### src/design/xcaf_pkg.sv
package xcaf_pkg;

    localparam int SeqMaxDigits = 5;

    typedef logic [15:0] t_seq;
    typedef logic [7:0]  t_byte;
    typedef logic [3:0]  t_nibble;

    localparam t_byte SohByte   = 8'h01;
    localparam t_byte BarByte   = 8'h7C;
    localparam t_byte CrByte    = 8'h0D;
    localparam t_byte LfByte    = 8'h0A;
    localparam t_byte ChC       = 8'h43;
    localparam t_byte ChM       = 8'h4D;
    localparam t_byte ChD       = 8'h44;
    localparam t_byte ZeroChar  = 8'h30;
    localparam t_byte HexAlpha  = 8'h37;
    localparam t_nibble DecBase = 4'd10;

    typedef enum logic [3:0] {
        P_SOH,
        P_CH_C,
        P_CH_M,
        P_CH_D,
        P_BAR1,
        P_DIGIT,
        P_BAR2,
        P_DATA,
        P_TBAR,
        P_HEX_HI,
        P_HEX_LO,
        P_CR,
        P_LF
    } t_phase;

    typedef struct packed {
        logic load;
        logic step;
        logic pop;
    } t_dig_ctrl;

    typedef struct packed {
        logic    nonempty;
        logic    last;
        t_nibble digit;
    } t_dig_stat;

    // Exact quotient by ten for any 16-bit value.
    function automatic t_seq div10(input t_seq v);
        logic [31:0] p;
        p = 32'(v) * 32'h0000_CCCD;
        return t_seq'(p[31:19]);
    endfunction

    function automatic t_byte hex_char(input t_nibble n);
        t_byte b;
        b = (n < DecBase) ? (ZeroChar + {4'h0, n}) : (HexAlpha + {4'h0, n});
        return b;
    endfunction

endpackage

### src/design/xcaf_in_if.sv
interface xcaf_in_if;
    logic            valid;
    logic            ready;
    xcaf_pkg::t_seq  seq_number;
    xcaf_pkg::t_byte payload_byte;
    logic            payload_end;

    modport source (output valid, output seq_number, output payload_byte,
                    output payload_end, input ready);
    modport sink   (input valid, input seq_number, input payload_byte,
                    input payload_end, output ready);
endinterface

### src/design/xcaf_out_if.sv
interface xcaf_out_if;
    logic            valid;
    logic            ready;
    xcaf_pkg::t_byte frame_byte;
    logic            frame_last;

    modport source (output valid, output frame_byte, output frame_last, input ready);
    modport sink   (input valid, input frame_byte, input frame_last, output ready);
endinterface

### src/design/xor_checksum_ascii_framer_unit.sv
// A payload word is held in the input register and then in the output register.
// Throughput: unless o_out.ready stalls, one output word and one middle payload word per cycle.
// The first word of a frame expands to 7 + k output words (k = sequence digits), and
// the last word adds 5 more, so the input stalls for those runs.
// Reset is synchronous and active low; it clears the sequencer, valids and checksum.
module xor_checksum_ascii_framer_unit #(
    parameter int SEQ_DIGITS = 5
) (
    input  logic       i_clk,
    input  logic       i_rst_n,
    xcaf_in_if.sink    i_in,
    xcaf_out_if.source o_out
);
    import xcaf_pkg::*;

    localparam int NumDigits = (SEQ_DIGITS < SeqMaxDigits) ? SEQ_DIGITS : SeqMaxDigits;

    logic      r_in_valid;
    t_seq      r_in_seq;
    t_byte     r_in_byte;
    logic      r_in_end;

    t_phase    r_phase;
    t_phase    n_phase;
    t_byte     r_xor;
    t_byte     n_xor;

    logic      r_out_valid;
    t_byte     r_out_byte;
    logic      r_out_last;

    logic      w_advance;
    logic      w_emit;
    t_byte     w_byte;
    logic      w_last;
    logic      w_consume;
    t_dig_ctrl w_dig_ctrl;
    t_dig_stat w_dig_stat;

    xcaf_digits #(
        .NUM_DIGITS (NumDigits)
    ) u_digits (
        .i_clk   (i_clk),
        .i_rst_n (i_rst_n),
        .i_seq   (r_in_seq),
        .i_ctrl  (w_dig_ctrl),
        .o_stat  (w_dig_stat)
    );

    assign w_advance = !r_out_valid || o_out.ready;
    assign i_in.ready = !r_in_valid || w_consume;

    always_ff @(posedge i_clk) begin
        if (!i_rst_n) begin
            r_in_valid <= 1'b0;
        end else if (i_in.valid && i_in.ready) begin
            r_in_valid <= 1'b1;
        end else if (w_consume) begin
            r_in_valid <= 1'b0;
        end
    end

    always_ff @(posedge i_clk) begin
        if (i_in.valid && i_in.ready) begin
            r_in_seq  <= i_in.seq_number;
            r_in_byte <= i_in.payload_byte;
            r_in_end  <= i_in.payload_end;
        end
    end

    always_ff @(posedge i_clk) begin
        if (!i_rst_n) begin
            r_phase <= P_SOH;
            r_xor   <= '0;
        end else begin
            r_phase <= n_phase;
            r_xor   <= n_xor;
        end
    end

    always_comb begin
        n_phase    = r_phase;
        n_xor      = r_xor;
        w_emit     = 1'b0;
        w_byte     = '0;
        w_last     = 1'b0;
        w_consume  = 1'b0;
        w_dig_ctrl = '0;
        if (w_advance) begin
            case (r_phase)
                P_SOH: begin
                    if (r_in_valid) begin
                        w_emit          = 1'b1;
                        w_byte          = SohByte;
                        w_dig_ctrl.load = 1'b1;
                        n_phase         = P_CH_C;
                    end
                end
                P_CH_C: begin
                    w_emit          = 1'b1;
                    w_byte          = ChC;
                    w_dig_ctrl.step = 1'b1;
                    n_phase         = P_CH_M;
                end
                P_CH_M: begin
                    w_emit          = 1'b1;
                    w_byte          = ChM;
                    w_dig_ctrl.step = 1'b1;
                    n_phase         = P_CH_D;
                end
                P_CH_D: begin
                    w_emit          = 1'b1;
                    w_byte          = ChD;
                    w_dig_ctrl.step = 1'b1;
                    n_phase         = P_BAR1;
                end
                P_BAR1: begin
                    w_emit          = 1'b1;
                    w_byte          = BarByte;
                    w_dig_ctrl.step = 1'b1;
                    n_phase         = P_DIGIT;
                end
                P_DIGIT: begin
                    w_emit         = 1'b1;
                    w_byte         = ZeroChar + {4'h0, w_dig_stat.digit};
                    w_dig_ctrl.pop = 1'b1;
                    if (w_dig_stat.last) begin
                        n_phase = P_BAR2;
                    end
                end
                P_BAR2: begin
                    w_emit  = 1'b1;
                    w_byte  = BarByte;
                    n_phase = P_DATA;
                end
                P_DATA: begin
                    if (r_in_valid) begin
                        w_emit    = 1'b1;
                        w_byte    = r_in_byte;
                        w_consume = 1'b1;
                        if (r_in_end) begin
                            n_phase = P_TBAR;
                        end
                    end
                end
                P_TBAR: begin
                    w_emit  = 1'b1;
                    w_byte  = BarByte;
                    n_phase = P_HEX_HI;
                end
                P_HEX_HI: begin
                    w_emit  = 1'b1;
                    w_byte  = hex_char(r_xor[7:4]);
                    n_phase = P_HEX_LO;
                end
                P_HEX_LO: begin
                    w_emit  = 1'b1;
                    w_byte  = hex_char(r_xor[3:0]);
                    n_phase = P_CR;
                end
                P_CR: begin
                    w_emit  = 1'b1;
                    w_byte  = CrByte;
                    n_phase = P_LF;
                end
                P_LF: begin
                    w_emit  = 1'b1;
                    w_byte  = LfByte;
                    w_last  = 1'b1;
                    n_phase = P_SOH;
                end
                default: begin
                    n_phase = P_SOH;
                end
            endcase
            // Every word from the command letters through the payload enters the checksum.
            if (w_emit && (r_phase != P_SOH) && (r_phase != P_TBAR)
                    && (r_phase != P_HEX_HI) && (r_phase != P_HEX_LO)
                    && (r_phase != P_CR) && (r_phase != P_LF)) begin
                n_xor = r_xor ^ w_byte;
            end
            if (r_phase == P_LF) begin
                n_xor = '0;
            end
        end
    end

    always_ff @(posedge i_clk) begin
        if (!i_rst_n) begin
            r_out_valid <= 1'b0;
        end else if (w_advance) begin
            r_out_valid <= w_emit;
        end
    end

    always_ff @(posedge i_clk) begin
        if (w_advance) begin
            r_out_byte <= w_byte;
            r_out_last <= w_last;
        end
    end

    assign o_out.valid      = r_out_valid;
    assign o_out.frame_byte = r_out_byte;
    assign o_out.frame_last = r_out_last;

`ifndef SYNTHESIS
    a_last_is_lf: assert property (@(posedge i_clk) disable iff (!i_rst_n)
        (o_out.valid && o_out.frame_last) |-> (o_out.frame_byte == LfByte))
        else $error("frame_last set on a word other than LF");

    a_consume_in_data: assert property (@(posedge i_clk) disable iff (!i_rst_n)
        w_consume |-> ((r_phase == P_DATA) && r_in_valid && w_advance))
        else $error("input word consumed outside the payload phase");

    a_frame_closes: assert property (@(posedge i_clk) disable iff (!i_rst_n)
        ((r_phase == P_LF) && w_advance) |=> ((r_phase == P_SOH) && (r_xor == '0)))
        else $error("frame did not close cleanly after LF");

    a_digit_available: assert property (@(posedge i_clk) disable iff (!i_rst_n)
        (r_phase == P_DIGIT) |-> w_dig_stat.nonempty)
        else $error("sequence digit phase entered with no digits stored");

    a_header_holds_input: assert property (@(posedge i_clk) disable iff (!i_rst_n)
        ((r_phase != P_SOH) && (r_phase != P_DATA) && (r_phase != P_TBAR)
            && (r_phase != P_HEX_HI) && (r_phase != P_HEX_LO) && (r_phase != P_CR)
            && (r_phase != P_LF)) |-> r_in_valid)
        else $error("first payload word lost during the header");
`endif

endmodule

### src/design/xcaf_digits.sv
module xcaf_digits #(
    parameter int NUM_DIGITS = 5
) (
    input  logic                i_clk,
    input  logic                i_rst_n,
    input  xcaf_pkg::t_seq      i_seq,
    input  xcaf_pkg::t_dig_ctrl i_ctrl,
    output xcaf_pkg::t_dig_stat o_stat
);
    import xcaf_pkg::*;

    localparam int CntW = $clog2(NUM_DIGITS + 1);
    localparam int IdxW = (NUM_DIGITS > 1) ? $clog2(NUM_DIGITS) : 1;

    t_nibble         r_dig [NUM_DIGITS];
    t_seq            r_val;
    logic [CntW-1:0] r_cnt;
    logic [CntW-1:0] n_cnt;
    logic [CntW-1:0] w_top;
    t_seq            w_src;
    t_seq            w_quot;
    t_seq            w_rem;
    logic            w_more;

    // One decimal digit is peeled off per cycle of load or step, least significant first.
    always_comb begin
        w_src  = i_ctrl.load ? i_seq : r_val;
        w_quot = div10(w_src);
        w_rem  = w_src - ((w_quot << 3) + (w_quot << 1));
        w_more = (r_val != '0) && (r_cnt < CntW'(NUM_DIGITS));
        w_top  = r_cnt - CntW'(1);
    end

    always_comb begin
        n_cnt = r_cnt;
        if (i_ctrl.load) begin
            n_cnt = CntW'(1);
        end else if (i_ctrl.step && w_more) begin
            n_cnt = r_cnt + CntW'(1);
        end else if (i_ctrl.pop && (r_cnt != '0)) begin
            n_cnt = w_top;
        end
    end

    always_ff @(posedge i_clk) begin
        if (!i_rst_n) begin
            r_cnt <= '0;
        end else begin
            r_cnt <= n_cnt;
        end
    end

    always_ff @(posedge i_clk) begin
        if (i_ctrl.load) begin
            r_val    <= w_quot;
            r_dig[0] <= w_rem[3:0];
        end else if (i_ctrl.step && w_more) begin
            r_val                   <= w_quot;
            r_dig[r_cnt[IdxW-1:0]]  <= w_rem[3:0];
        end
    end

    assign o_stat.nonempty = (r_cnt != '0);
    assign o_stat.last     = (r_cnt == CntW'(1));
    assign o_stat.digit    = (r_cnt != '0) ? r_dig[w_top[IdxW-1:0]] : '0;

endmodule

### src/flat_wrapper.sv
// flat-port wrapper written by rule: the top's interface ports become plain ports
module xor_checksum_ascii_framer_unit_flat import xcaf_pkg::*;
#(
    parameter int SEQ_DIGITS = 5
)
  (i_clk, i_rst_n, i_in_valid, i_in_seq_number, i_in_payload_byte, i_in_payload_end, i_in_ready, o_out_valid, o_out_frame_byte, o_out_frame_last, o_out_ready);
  xcaf_in_if i_in_i ();
  xcaf_out_if o_out_i ();
  input  logic i_clk;
  input  logic i_rst_n;
  input wire logic [$bits(i_in_i.valid)-1:0] i_in_valid;
  input wire logic [$bits(i_in_i.seq_number)-1:0] i_in_seq_number;
  input wire logic [$bits(i_in_i.payload_byte)-1:0] i_in_payload_byte;
  input wire logic [$bits(i_in_i.payload_end)-1:0] i_in_payload_end;
  output wire logic [$bits(i_in_i.ready)-1:0] i_in_ready;
  output wire logic [$bits(o_out_i.valid)-1:0] o_out_valid;
  output wire logic [$bits(o_out_i.frame_byte)-1:0] o_out_frame_byte;
  output wire logic [$bits(o_out_i.frame_last)-1:0] o_out_frame_last;
  input wire logic [$bits(o_out_i.ready)-1:0] o_out_ready;
  assign i_in_i.valid = i_in_valid;
  assign i_in_i.seq_number = i_in_seq_number;
  assign i_in_i.payload_byte = i_in_payload_byte;
  assign i_in_i.payload_end = i_in_payload_end;
  assign i_in_ready = i_in_i.ready;
  assign o_out_valid = o_out_i.valid;
  assign o_out_frame_byte = o_out_i.frame_byte;
  assign o_out_frame_last = o_out_i.frame_last;
  assign o_out_i.ready = o_out_ready;
  xor_checksum_ascii_framer_unit #(.SEQ_DIGITS(SEQ_DIGITS)) u_core (.i_clk(i_clk), .i_rst_n(i_rst_n), .i_in(i_in_i), .o_out(o_out_i));
endmodule
### config.mk
export PLATFORM = sky130hd
export DESIGN_NAME = xor_checksum_ascii_framer_unit_flat
export DESIGN_NICKNAME = d
export VERILOG_FILES = /design/src/design/xcaf_pkg.sv /design/src/design/xcaf_in_if.sv /design/src/design/xcaf_out_if.sv /design/src/design/xor_checksum_ascii_framer_unit.sv /design/src/design/xcaf_digits.sv /design/src/flat_wrapper.sv
export SDC_FILE = /design/constraint.sdc
export NUM_CORES = 1
export LEC_CHECK = 0
export ABC_AREA = 1
export BUFFER_PORTS_ARGS = -buffer_cell sky130_fd_sc_hd__buf_2
export CORE_MARGIN = 5
export CORE_UTILIZATION = 45
export CTS_CLUSTER_DIAMETER = 80
export DETAILED_ROUTE_END_ITERATION = 8
export GPL_ROUTABILITY_DRIVEN = 0
export HOLD_SLACK_MARGIN = 0.05
export SYNTH_ARGS = -nofsm -noshare
export SYNTH_HDL_FRONTEND = slang
export SYNTH_SLANG_ARGS = --single-unit
export TNS_END_PERCENT = 5
### constraint.sdc
create_clock -name i_clk -period 9.5 [get_ports i_clk]
set_input_delay 1.9 -clock i_clk [delete_from_list [all_inputs] [get_ports i_clk]]
set_output_delay 1.9 -clock i_clk [all_outputs]
set_load 0.005 [all_outputs]
==> results by group <==
Cells and area
  • Finished Core Util: 49.8%
  • Share of cells above drive strength 1: 9.56%
  • Fin nets: 1264
  • Diodes inserted: 0
  • Commonest non-fill, non-tap cell in the layout: inv_1
  • Commonest non-fill, non-tap cells in the layout: inv_1 (221), nand2_1 (136), ha_1 (135)
  • Area Overhead vs Synth: 9.48%

Floorplan
  • Num ports: 40
  • Die height: 150 µm
  • Core footprint: 0.0193 mm²
  • Die area: 0.0225 mm²
  • Initial Util: 45.5%
  • Die X: 150 µm
  • Num rows: about 50

Synthesis
  • Syn Inst Count: 974
  • Yosys reg bits: 84
  • Post-Syn Area: 0.00880 mm²
  • Yosys warning count: 0
  • Top post-synthesis cells by area: edfxtp_1 (23%), ha_1 (19%), fa_1 (18%), inv_1 (9.4%), nand2_1 (5.8%)
  • Synth unique cells: 51
  • Synth top area share: 22.9%
  • Register area share after synthesis: 26.7%
  • Async SR Flop Fraction: 0%
  • Synth Flop Type: edfxtp_1
  • Post-Syn Nets: between 1000 and 1500
  • EDFF count, synth: 67
  • Largest area contributor in the netlist: edfxtp_1
  • Mean Syn Cell Area: 9.03 µm²

CTS
  • CTS tree: done
  • CTS root buffer: clkbuf_16
  • CTS H-Tree Depth: 3
  • Clk buf depth: 2
  • Post-CTS Repair Setup Buffers: 0
  • Clock slew seen by the registers of the worst setup and hold paths: 0.07 ns
  • Hold buffer count at CTS: 0
  • Num CTS Buffers: 9
  • TritonCTS Sinks: 84
  • Worst-skew pair later-pin latency: 0.34 ns
  • Post-CTS Resized: 0

Worst setup path
  • Critical Path Stages: 31
  • Reg-to-reg endpoint: u_core.u_digits.r_dig[3][3]
  • Arrival time at the worst endpoint: ~8.7 ns
  • Crit path to: u_core.u_digits.r_dig[3][3]
  • Worst Setup Path Type: input port to flip-flop
  • CP top delay family: adder cells
  • Worst Path Required: 9.57 ns
  • WP buf/inv: 9
  • CP max FO: 20
  • Startpoint types: input port
  • CP startpoint: o_out_ready
  • Worst path max stage delay: 0.55 ns
  • Crit. End Element: flip-flop
  • Critical path's slowest cell: fa_1
  • Worst R2R Setup Slack: 2.00 ns
  • Worst R2R Path Depth: 29
  • FF-to-FF Start: u_core.r_phase[0]

Detailed routing
  • Routed WL: between 20000 and 25000 µm
  • Number of routed nets with antenna violations: 0
  • WL/cell: 16.6 µm
  • Iteration-0 DRC Markers: 388
  • Vias: 6531
  • Drt via density: between 5 and 6
  • DRC violations left: 0
  • TritonRoute pass-1 iters: 5

Min path
  • Worst Hold Class: flip-flop to flip-flop
  • Hold path start: u_core.r_xor[0]

Timing
  • Worst slew margin: 47.0%
  • Fin. max-slew vios: 0
  • Max frequency: approximately 0.12 GHz
  • Final TNS setup: 0 ns
  • Skew final: about 0.0068 ns
  • Tmin final: 8.62 ns
  • Unrepaired setup endpoints after global routing: no
  • Final Setup Violations: 0
  • Final period utilization: between 90% and 100%
  • Worst-margin pin slew: 0.787 ns
  • Final hold vios: 0

Global route
  • Pin count of the biggest net entering global routing: 26
  • Total grt overflow: 0
  • Gr usage total: 19.9%
  • Vias in the first global route: 6625
  • First-pass GRT wire length: 34200 µm
  • Initial antenna violation count: 0

Status
  • Outcome: completed

Place
  • HPWL Detailed: 18600 µm
  • I/O Buffers: 39

Run
  • Max-cap violations: 0
per-layer routing:
metal / share of wire, % / vias up / global-route usage [%]
li1: - / 3260 / -
met1: 43 / 3070 / 25.8
met2: 49 / 170 / 33.6
met3: 4.8 / 31 / 3.63
met4: 2.8 / 0 / 6.77
met5: 0 / - / 0
cell usage after synthesis, drive strengths merged (6+ instances only):
master,number
ha,135
inv,227
xor2,17
a31oi,6
fa,80
nor3,13
nand3,30
nor4,6
a211oi,6
edfxtp,67
nor2,75
nand4,7
o21ai,47
dfxtp,17
nand2,146
a21oi,51
cells by family after synthesis:
logic type,after synthesis,synth area share [%]
and+or+nand+nor,284,14.3
adders and majority gates,215,37.4
AOI/OAI and AO/OA,137,9.43
DFF,84,26.7
buffers and inverters,234,10.1
xor gates and xnor gates,20,1.99
worst min-delay path, stage by stage, from the launching register on:
cell,delay (ns)
dfxtp_1,0.32
nand2_1,0.06
a21oi_1,0.05
final cells by class:
| class | count | area (µm²) |
|---|---|---|
| inverter | 227 | 855 |
| fill | 1830 | 9700 |
| clock inverter | 5 | 65.1 |
| multi-input combinational | 656 | 5560 |
| clock buffer | 11 | 253 |
| timing repair buffer | 42 | 218 |
| sequential | 84 | 2350 |
| tap | 265 | 332 |
flip-flops by register name, summed over array words and instances (netlist names), 3 cells and up:
name	flops
u_core.r_in_byte	8
u_core.r_in_seq	16
u_core.r_phase	4
u_core.u_digits.r_val	13
u_core.r_xor	8
u_core.u_digits.r_cnt	3
u_core.o_out.frame_byte	8
u_core.u_digits.r_dig	20
worst min path at each step:
stage / endpoint / slack [ns] / cells after the start
2_1_floorplan: u_core.r_xor[5] / 0.45 / 1
3_3_place_gp: u_core.r_xor[5] / 0.48 / 1
3_5_place_dp: u_core.r_xor[0] / 0.48 / 2
4_1_cts: u_core.r_xor[0] / 0.49 / 2
5_1_grt: u_core.r_xor[0] / 0.51 / 2
6_report: u_core.r_xor[0] / 0.48 / 2
through the flow:
step	area (µm²)	hold WS, ns	cells	worst slack, ns
after floorplan	8800	0.446	974	1.20
after global placement	9320	0.477	1274	0.725
after detailed placement	9320	0.476	1274	0.550
after CTS	9630	0.488	1290	0.921
after global routing	9630	0.512	1290	0.391
final	9630	0.484	1290	0.882
Power is not shown: default switching activity piles up to over one toggle a cycle in this logic, so the estimate is an artifact.
